[config.mk]
export PLATFORM = sky130hd
export DESIGN_NAME = tick_delay_wakeup_queue_core
export DESIGN_NICKNAME = d
export VERILOG_FILES = /design/src/rtl/core/tdwq_pkg.sv /design/src/rtl/core/tdwq_cell.sv /design/src/rtl/core/tick_delay_wakeup_queue_core.sv
export SDC_FILE = /design/constraint.sdc
export NUM_CORES = 2
export LEC_CHECK = 0
export BUFFER_PORTS_ARGS = -buffer_cell sky130_fd_sc_hd__buf_2
export CORE_UTILIZATION = 50
export CTS_CLUSTER_SIZE = 30
export DETAILED_ROUTE_END_ITERATION = 8
export PLACE_DENSITY = 0.65
export SLEW_MARGIN = 20
export SYNTH_ARGS = -nofsm -noshare
export SYNTH_HDL_FRONTEND = slang
export SYNTH_SLANG_ARGS = --single-unit
export TNS_END_PERCENT = 10
[constraint.sdc]
create_clock -name clk -period 11.42 [get_ports clk]
set_input_delay 0 -clock clk [delete_from_list [all_inputs] [get_ports clk]]
set_output_delay 0 -clock clk [all_outputs]
set_load 0.02 [all_outputs]
[src/rtl/core/tdwq_pkg.sv]
// ----------------------------------------------------------------------------
// tdwq_pkg
// Shared widths, codes and types of the tick delay wakeup queue.
// ----------------------------------------------------------------------------
`default_nettype none

package tdwq_pkg;

  localparam int OP_W      = 2;
  localparam int KIND_W    = 2;
  localparam int TASK_W    = 8;
  localparam int TICK_W    = 31;
  localparam int MAX_TASKS_DEF = 32;

  localparam logic [TICK_W-1:0] TICK_MAX = {TICK_W{1'b1}};

  // request operations
  typedef enum logic [OP_W-1:0] {
    OP_TICK  = 2'd0,
    OP_DELAY = 2'd1,
    OP_TIME  = 2'd2,
    OP_UNTIL = 2'd3
  } op_t;

  // result kinds
  typedef enum logic [KIND_W-1:0] {
    KIND_ACK  = 2'd0,
    KIND_WAKE = 2'd1,
    KIND_TIME = 2'd2,
    KIND_FULL = 2'd3
  } kind_t;

  // one queue slot
  typedef struct packed {
    logic              valid;
    logic [TICK_W-1:0] deadline;
    logic [TASK_W-1:0] tid;
  } entry_t;

  // command broadcast to every cell
  typedef struct packed {
    logic insert;
    logic shift;
  } cell_cmd_t;

endpackage

`default_nettype wire

[src/rtl/core/tdwq_cell.sv]
// ----------------------------------------------------------------------------
// tdwq_cell
// One slot of the sorted wakeup queue: holds an entry, compares it with the
// broadcast key and takes its own entry, its left or its right neighbor's entry, or the new one built from the key.
// ----------------------------------------------------------------------------
`default_nettype none

module tdwq_cell (
  input  wire                          clk,
  input  wire                          rst,
  input  tdwq_pkg::cell_cmd_t          cmd,
  input  wire [tdwq_pkg::TICK_W-1:0]   key,
  input  wire [tdwq_pkg::TASK_W-1:0]   new_tid,
  input  tdwq_pkg::entry_t             prev,
  input  wire                          prev_stay,
  input  tdwq_pkg::entry_t             next,
  output tdwq_pkg::entry_t             entry,
  output logic                         stay
);
  import tdwq_pkg::*;

  logic              valid;
  logic [TICK_W-1:0] deadline;
  logic [TASK_W-1:0] tid;
  entry_t            entry_next;

  // entry stays put on insert when its deadline is at or below the key
  assign stay  = valid && (deadline <= key);
  assign entry = '{valid: valid, deadline: deadline, tid: tid};

  // select the entry held after this cycle
  always_comb begin
    entry_next = entry;
    priority if (cmd.shift) begin
      entry_next = next;
    end else if (cmd.insert && !stay) begin
      if (prev_stay) begin
        entry_next = '{valid: 1'b1, deadline: key, tid: new_tid};
      end else begin
        entry_next = prev;
      end
    end else begin
      entry_next = entry;
    end
  end

  // occupancy
  always_ff @(posedge clk) begin
    if (rst) begin
      valid <= 1'b0;
    end else begin
      valid <= entry_next.valid;
    end
  end

  // payload
  always_ff @(posedge clk) begin
    deadline <= entry_next.deadline;
    tid      <= entry_next.tid;
  end

endmodule

`default_nettype wire

[src/rtl/core/tick_delay_wakeup_queue_core.sv]
// ----------------------------------------------------------------------------
// tick_delay_wakeup_queue_core
// Tick counter with a sorted queue of pending task wakeups.
// ----------------------------------------------------------------------------
// The block takes one request at a time. For a time query, a delay or an
// absolute delay the accepting edge latches the request and forms the key;
// then the queue's chain of cells, where every slot compares its deadline
// with the key in parallel, takes an insert that shifts the tail by one slot,
// or the block registers the result, where there is one. A tick is
// acknowledged first; then each task that it releases leaves from the head
// cell, the earliest first, and the chain shifts by one slot per cycle while
// results are taken. A result that is not taken holds the block in place
// until it is. The queue holds MAX_TASKS entries; a delay or an absolute
// delay that finds it full is answered with a queue full result.
// Counter and deadlines saturate at 2^31-1.
// ----------------------------------------------------------------------------
`default_nettype none

module tick_delay_wakeup_queue_core #(
  parameter int MAX_TASKS = tdwq_pkg::MAX_TASKS_DEF
) (
  input  wire                          clk,
  input  wire                          rst,
  input  wire                          in_valid,
  output logic                         in_ready,
  input  wire [tdwq_pkg::OP_W-1:0]     operation,
  input  wire [tdwq_pkg::TASK_W-1:0]   task_id,
  input  wire [tdwq_pkg::TICK_W-1:0]   ticks,
  output logic                         out_valid,
  input  wire                          out_ready,
  output logic [tdwq_pkg::KIND_W-1:0]  kind,
  output logic [tdwq_pkg::TASK_W-1:0]  task_id_res,
  output logic [tdwq_pkg::TICK_W-1:0]  ticks_res,
  output logic                         last
);
  import tdwq_pkg::*;

  typedef enum logic [1:0] {
    S_IDLE,
    S_EXEC,
    S_RELEASE
  } state_t;

  state_t            state;
  state_t            state_next;
  op_t               op_q;
  logic [TASK_W-1:0] tid_q;
  logic [TICK_W-1:0] key;
  logic [TICK_W-1:0] count;

  logic [TICK_W-1:0] count_inc;
  logic [TICK_W:0]   sum;
  logic [TICK_W-1:0] sum_sat;
  logic [TICK_W-1:0] key_next;
  logic              accept;
  logic              slot_free;

  logic              emit;
  kind_t             emit_kind;
  logic [TASK_W-1:0] emit_tid;
  logic [TICK_W-1:0] emit_ticks;
  logic              emit_last;
  cell_cmd_t         cmd;

  entry_t                cell_q    [MAX_TASKS];
  entry_t                prev_e    [MAX_TASKS];
  entry_t                next_e    [MAX_TASKS];
  logic [MAX_TASKS-1:0]  stay;
  logic [MAX_TASKS-1:0]  prev_stay;

  assign in_ready  = (state == S_IDLE);
  assign accept    = in_valid && in_ready;
  assign slot_free = !out_valid || out_ready;

  // saturating counter step and deadline sum
  assign count_inc = (count == TICK_MAX) ? count : count + TICK_W'(1);
  assign sum       = {1'b0, count} + {1'b0, ticks};
  assign sum_sat   = sum[TICK_W] ? TICK_MAX : sum[TICK_W-1:0];

  // key broadcast to the cells
  always_comb begin
    unique case (op_t'(operation))
      OP_TICK:  key_next = count_inc;
      OP_DELAY: key_next = sum_sat;
      OP_UNTIL: key_next = ticks;
      OP_TIME:  key_next = count;
      default:  key_next = count;
    endcase
  end

  // chain of queue cells
  for (genvar i = 0; i < MAX_TASKS; i++) begin : g_cell
    if (i == 0) begin : g_head
      assign prev_e[i]    = '0;
      assign prev_stay[i] = 1'b1;
    end else begin : g_body
      assign prev_e[i]    = cell_q[i-1];
      assign prev_stay[i] = stay[i-1];
    end
    if (i == MAX_TASKS - 1) begin : g_tail
      assign next_e[i] = '0;
    end else begin : g_inner
      assign next_e[i] = cell_q[i+1];
    end

    tdwq_cell u_cell (
      .clk       (clk),
      .rst       (rst),
      .cmd       (cmd),
      .key       (key),
      .new_tid   (tid_q),
      .prev      (prev_e[i]),
      .prev_stay (prev_stay[i]),
      .next      (next_e[i]),
      .entry     (cell_q[i]),
      .stay      (stay[i])
    );
  end

  // sequencing of one request
  always_comb begin
    state_next = state;
    emit       = 1'b0;
    emit_kind  = KIND_ACK;
    emit_tid   = tid_q;
    emit_ticks = '0;
    emit_last  = 1'b1;
    cmd        = '0;
    unique case (state)
      S_IDLE: begin
        if (accept) begin
          state_next = S_EXEC;
        end
      end
      S_EXEC: begin
        unique case (op_q)
          OP_TICK: begin
            if (slot_free) begin
              emit       = 1'b1;
              emit_kind  = KIND_ACK;
              emit_last  = !stay[0];
              state_next = stay[0] ? S_RELEASE : S_IDLE;
            end
          end
          OP_TIME: begin
            if (slot_free) begin
              emit       = 1'b1;
              emit_kind  = KIND_TIME;
              emit_ticks = count;
              state_next = S_IDLE;
            end
          end
          OP_DELAY, OP_UNTIL: begin
            priority if (op_q == OP_UNTIL && key <= count) begin
              // deadline already reached
              if (slot_free) begin
                emit       = 1'b1;
                emit_kind  = KIND_WAKE;
                state_next = S_IDLE;
              end
            end else if (cell_q[MAX_TASKS-1].valid) begin
              if (slot_free) begin
                emit       = 1'b1;
                emit_kind  = KIND_FULL;
                state_next = S_IDLE;
              end
            end else begin
              cmd.insert = 1'b1;
              state_next = S_IDLE;
            end
          end
          default: state_next = S_IDLE;
        endcase
      end
      S_RELEASE: begin
        // head entry is due: hand it out and shift the chain
        if (slot_free) begin
          emit       = 1'b1;
          emit_kind  = KIND_WAKE;
          emit_tid   = cell_q[0].tid;
          emit_last  = !stay[1];
          cmd.shift  = 1'b1;
          state_next = stay[1] ? S_RELEASE : S_IDLE;
        end
      end
      default: state_next = S_IDLE;
    endcase
  end

  // state, counter and result register
  always_ff @(posedge clk) begin
    if (rst) begin
      state     <= S_IDLE;
      count     <= '0;
      out_valid <= 1'b0;
    end else begin
      state <= state_next;
      if (accept && op_t'(operation) == OP_TICK) begin
        count <= count_inc;
      end
      if (emit) begin
        out_valid <= 1'b1;
      end else if (out_ready) begin
        out_valid <= 1'b0;
      end
    end
  end

  // request and result payload
  always_ff @(posedge clk) begin
    if (accept) begin
      op_q  <= op_t'(operation);
      tid_q <= task_id;
      key   <= key_next;
    end
    if (emit) begin
      kind        <= emit_kind;
      task_id_res <= emit_tid;
      ticks_res   <= emit_ticks;
      last        <= emit_last;
    end
  end

endmodule

`default_nettype wire

==> metrics.md <==
| Metric | Value |
|---|---|
| Final core area utilization | 0.553 |
| Cell Area, Placed | just under 100000 sq um |
| Number of synthesized flops with an enable pin | between 1k and 1.5k |
| Clk Tree Root Cell | clkbuf_16 |
| Status | completed |
| Syn nets | slightly above 10k |
| Slowest stage delay, CP | 0.79 ns |
| Clk_lat worst skew | 0.85 ns |
| Filler cell count in the final layout | ~16k |
| Reg-to-reg slack, setup | between 5 and 6 ns |
| Routed WL | 344000 microns |
| Hold Crit Depth | 3 |
| Core region area | 185000 sq um |
| Power density over the cells | 170 nW/um^2 |
| DP HPWL | approximately 240000 microns |
| Syn-to-layout area delta | 9.90% |
| CP delay by family, top | buffers and inverters |
| Largest net degree at the start of global routing | around 270 |
| R2r endpoint | g_cell[30].u_cell.deadline[13] |
| Critical Path RT | 11.98 ns |
| Routability Congestion | between 0.9 and 1 |
| Final Max Tran Viols | 0 |
| First-pass iteration count of the detailed router | 5 |
| GRT Residual Overflow | 0 |
| Starting density of the core | 0.503 |
| Fin. Hold Viols | 0 |
| Period utilization | 0.503 |
| Reg clk slew, reported paths | ~0.060 ns |
| Worst R2R Start | key[14] |
| Crit-path max FO | 40 |
| CTS Buf Count | 165 |
| CTS tree | done |
| Distinct cells, synth | 80 |
| Max IR drop VDD | around 0.15 mV |
| Hold path endpoint | key[6] |
| Share of cells above drive strength 1 | 0.0668 |
| Leak | 41.5 nW |
| Combinational Power Share | 0.254 |
| Via count | approximately 77k |
| Initial antenna violation count | 16 |
| Rel. slew slack | 0.186 |
| Post-synthesis sequential area ratio | 0.439 |
| Crit. End Element | flop |
| Total negative setup slack | 0 ns |
| Worst setup SP type | flop |
| Vias in the first global route | 74.2k |
| PortBufs | slightly below 90 |
| R2R depth | 11 |
| Height of the die | 434 microns |
| Hold Slack | 0.0752 ns |
| Min Tclk post-route | about 5.7 ns |
| CP dominant cell by count | buf_4 |
| Starting DRT DRC Count | 9199 |
| Commonest non-fill, non-tap cell in the layout | nand2_1 |
| Worst path buffer plus inverter count | 4 |
| Setup Skew | about 0.034 ns |
| Longest Clk Path Bufs | 3 |
| Synth Instances | between 9k and 10k |
| Crit path max-delay cell type | edfxtp_1 |
| Die area | between 150000 and 200000 sq um |
| Post-Syn Area | just over 90000 sq um |
| Commonest cells after routing, fill and taps aside | nand2_1, o21ai_0, edfxtp_1 |
| CTS sink cnt | between 1k and 1.5k |
| I/O Pins | just under 90 |
| First-pass GRT wire length | between 400000 and 500000 microns |
| Post-detailed-route count of antenna-violating nets | 0 |
| Via density | roughly 6.5 |
| Remaining design rule violation count | 0 |
| Clock Power Share | 0.313 |
| RSZ-0062 raised after global routing | false |
| Total Routing Usage GR | 0.359 |
| Yosys reg bits | ~1.4k |
| Synth warn | 0 |
| Hold Crit Class | input pin to flop |
| Sw Ratio | 0.347 |
| CTS H-tree depth | 4 |
| Worst Tran Pin Value | approximately 1.2 ns |
| Worst hold start | ticks[6] |
| Non-filler instance count after layout | around 12k |
| Async SR Flop Fraction | 0 |
| Primary FF master, synth | edfxtp_1 |
| Class of the most critical setup path | flop to flop |
| Post-route cell area | roughly 100000 sq um |
| CTS resizes | 0 |
| Critical path data arrival time | 6.30 ns |
| Internal power | approximately 0.011 W |
| Flop pwr share | 0.432 |
| Avg WL per Cell | approximately 29 microns |
| Max-cap violations | 0 |
| Chip width | approximately 430 microns |
| Post-Syn Area per Cell | 10.1 sq um |
| Row count | 158 |
| # nets final | a little over 10k |
| Final setup vio count | 0 |
| Achievable frequency | 174 MHz |
| Worst-path cell chain | buf_4, inv_2, buf_4, ha_1, and4_1, nand4_1, nor3_1, o2bb2ai_4, buf_4, mux2i_1, o21ai_0 |
| Sw power | just over 0.006 W |
| Inst Count DP | between 10k and 15k |
-- sequential cells by signal, indices dropped and copies added, names as in the netlist --
name and cells:
kind 2, g_cell.u_cell.valid 32, count 31, g_cell.u_cell.tid 256, g_cell.u_cell.deadline 992, op_q 2, ticks_res 31, tid_q 8
out_valid 1, task_id_res 8, key 31, state 2, last 1
-- cells in the mapped netlist, types with 107 or more instances --
library cell  number  area [sq um]
clkbuf_1         392          1470
nand2_1         1511          5670
inv_1            165           619
ha_1            1028         12900
buf_2            147           736
mux2i_1         1213         12100
o21ai_0         1312          6570
nand3_1          138           691
edfxtp_1        1292         38800
o21ai_1          107           536
a21o_1           120           901
nand4_1          197          1230
a21oi_1          447          2240
nor2_1           240           901
-- area by class of cell --
class / count / area (sq um) / area share
Clock inverter: 83 / 918 / 0.00897
Clock buffer: 221 / 4510 / 0.0441
Inverter: 167 / 627 / 0.00612
Antenna cell: 4 / 10.0 / 0.0000978
Multi-Input combinational cell: 7051 / 49600 / 0.484
Tap cell: 2480 / 3100 / 0.0303
Timing Repair Buffer: 349 / 2730 / 0.0267
Sequential cell: 1397 / 40900 / 0.399
-- power groups by stage --
stage | Sequential [W] | Combinational, W | Clock [W]
3_3_place_gp | 0.00759 | 0.00413 | 0
2_1_floorplan | 0.00721 | 0.00288 | 0
6_report | 0.00753 | 0.00443 | 0.00545
3_5_place_dp | 0.00760 | 0.00427 | 0
4_1_cts | 0.00750 | 0.00432 | 0.00550
5_1_grt | 0.00757 | 0.00483 | 0.00566
-- worst reg2reg max path: cells and delay by family, from the launching register on --
kind                       cells  cell delay (ns)
and+or+nand+nor                3             1.21
AOI/OAI and AO/OA              2             0.37
muxes                          1             0.64
DFF                            1             0.79
adders and majority gates      1             0.51
buffers and inverters          4             1.95
-- how the worst max path moves through the flow --
stage,start,to,slack [ns],depth (start not counted)
5_1_grt,key[16],g_cell[9].u_cell.tid[7],5.59,13
2_1_floorplan,key[29],g_cell[2].u_cell.deadline[0],5.32,11
3_5_place_dp,key[16],g_cell[9].u_cell.tid[7],5.84,13
6_report,key[14],g_cell[30].u_cell.deadline[13],5.67,11
4_1_cts,key[16],g_cell[9].u_cell.tid[7],5.82,13
3_3_place_gp,key[16],g_cell[10].u_cell.tid[4],5.88,13
-- layer usage --
metal	routed length (microns)	track usage	up-vias	share of wire
met2	149000	0.543	3907	0.43
met3	33000	0.0695	872	0.096
met4	18800	0.178	2	0.055
li1	-	-	34300	-
met1	143000	0.491	37500	0.42
met5	11	0	-	0.000032
-- metrics by stage --
stage / worst slack (ns) / power, W
floorplan: 5.32 / 0.0101
global placement: 5.88 / 0.0117
detailed placement: 5.84 / 0.0119
CTS: 5.82 / 0.0173
global route: 5.59 / 0.0181
finish: 5.67 / 0.0174
-- kinds of logic (layout without fill, tap and decap cells) --
group / after synthesis / after routing / share of synthesized area
and+or+nand+nor: 2419 / 2419 / 0.113
AOI/OAI and AO/OA: 2319 / 2319 / 0.139
DFF: 1397 / 1397 / 0.439
muxes: 1213 / 1213 / 0.130
adders and majority gates: 1029 / 1029 / 0.138
buffers and inverters: 750 / 820 / 0.0331
xor gates and xnor gates: 71 / 71 / 0.00668
other: 0 / 4 / 0
-- what timing repair did --
action                    CTS  global route
setup buffers               0             0
hold buffers               82             0
hold endpoints to repair   77             0
Note: power is estimated with default switching activity, not from simulation.
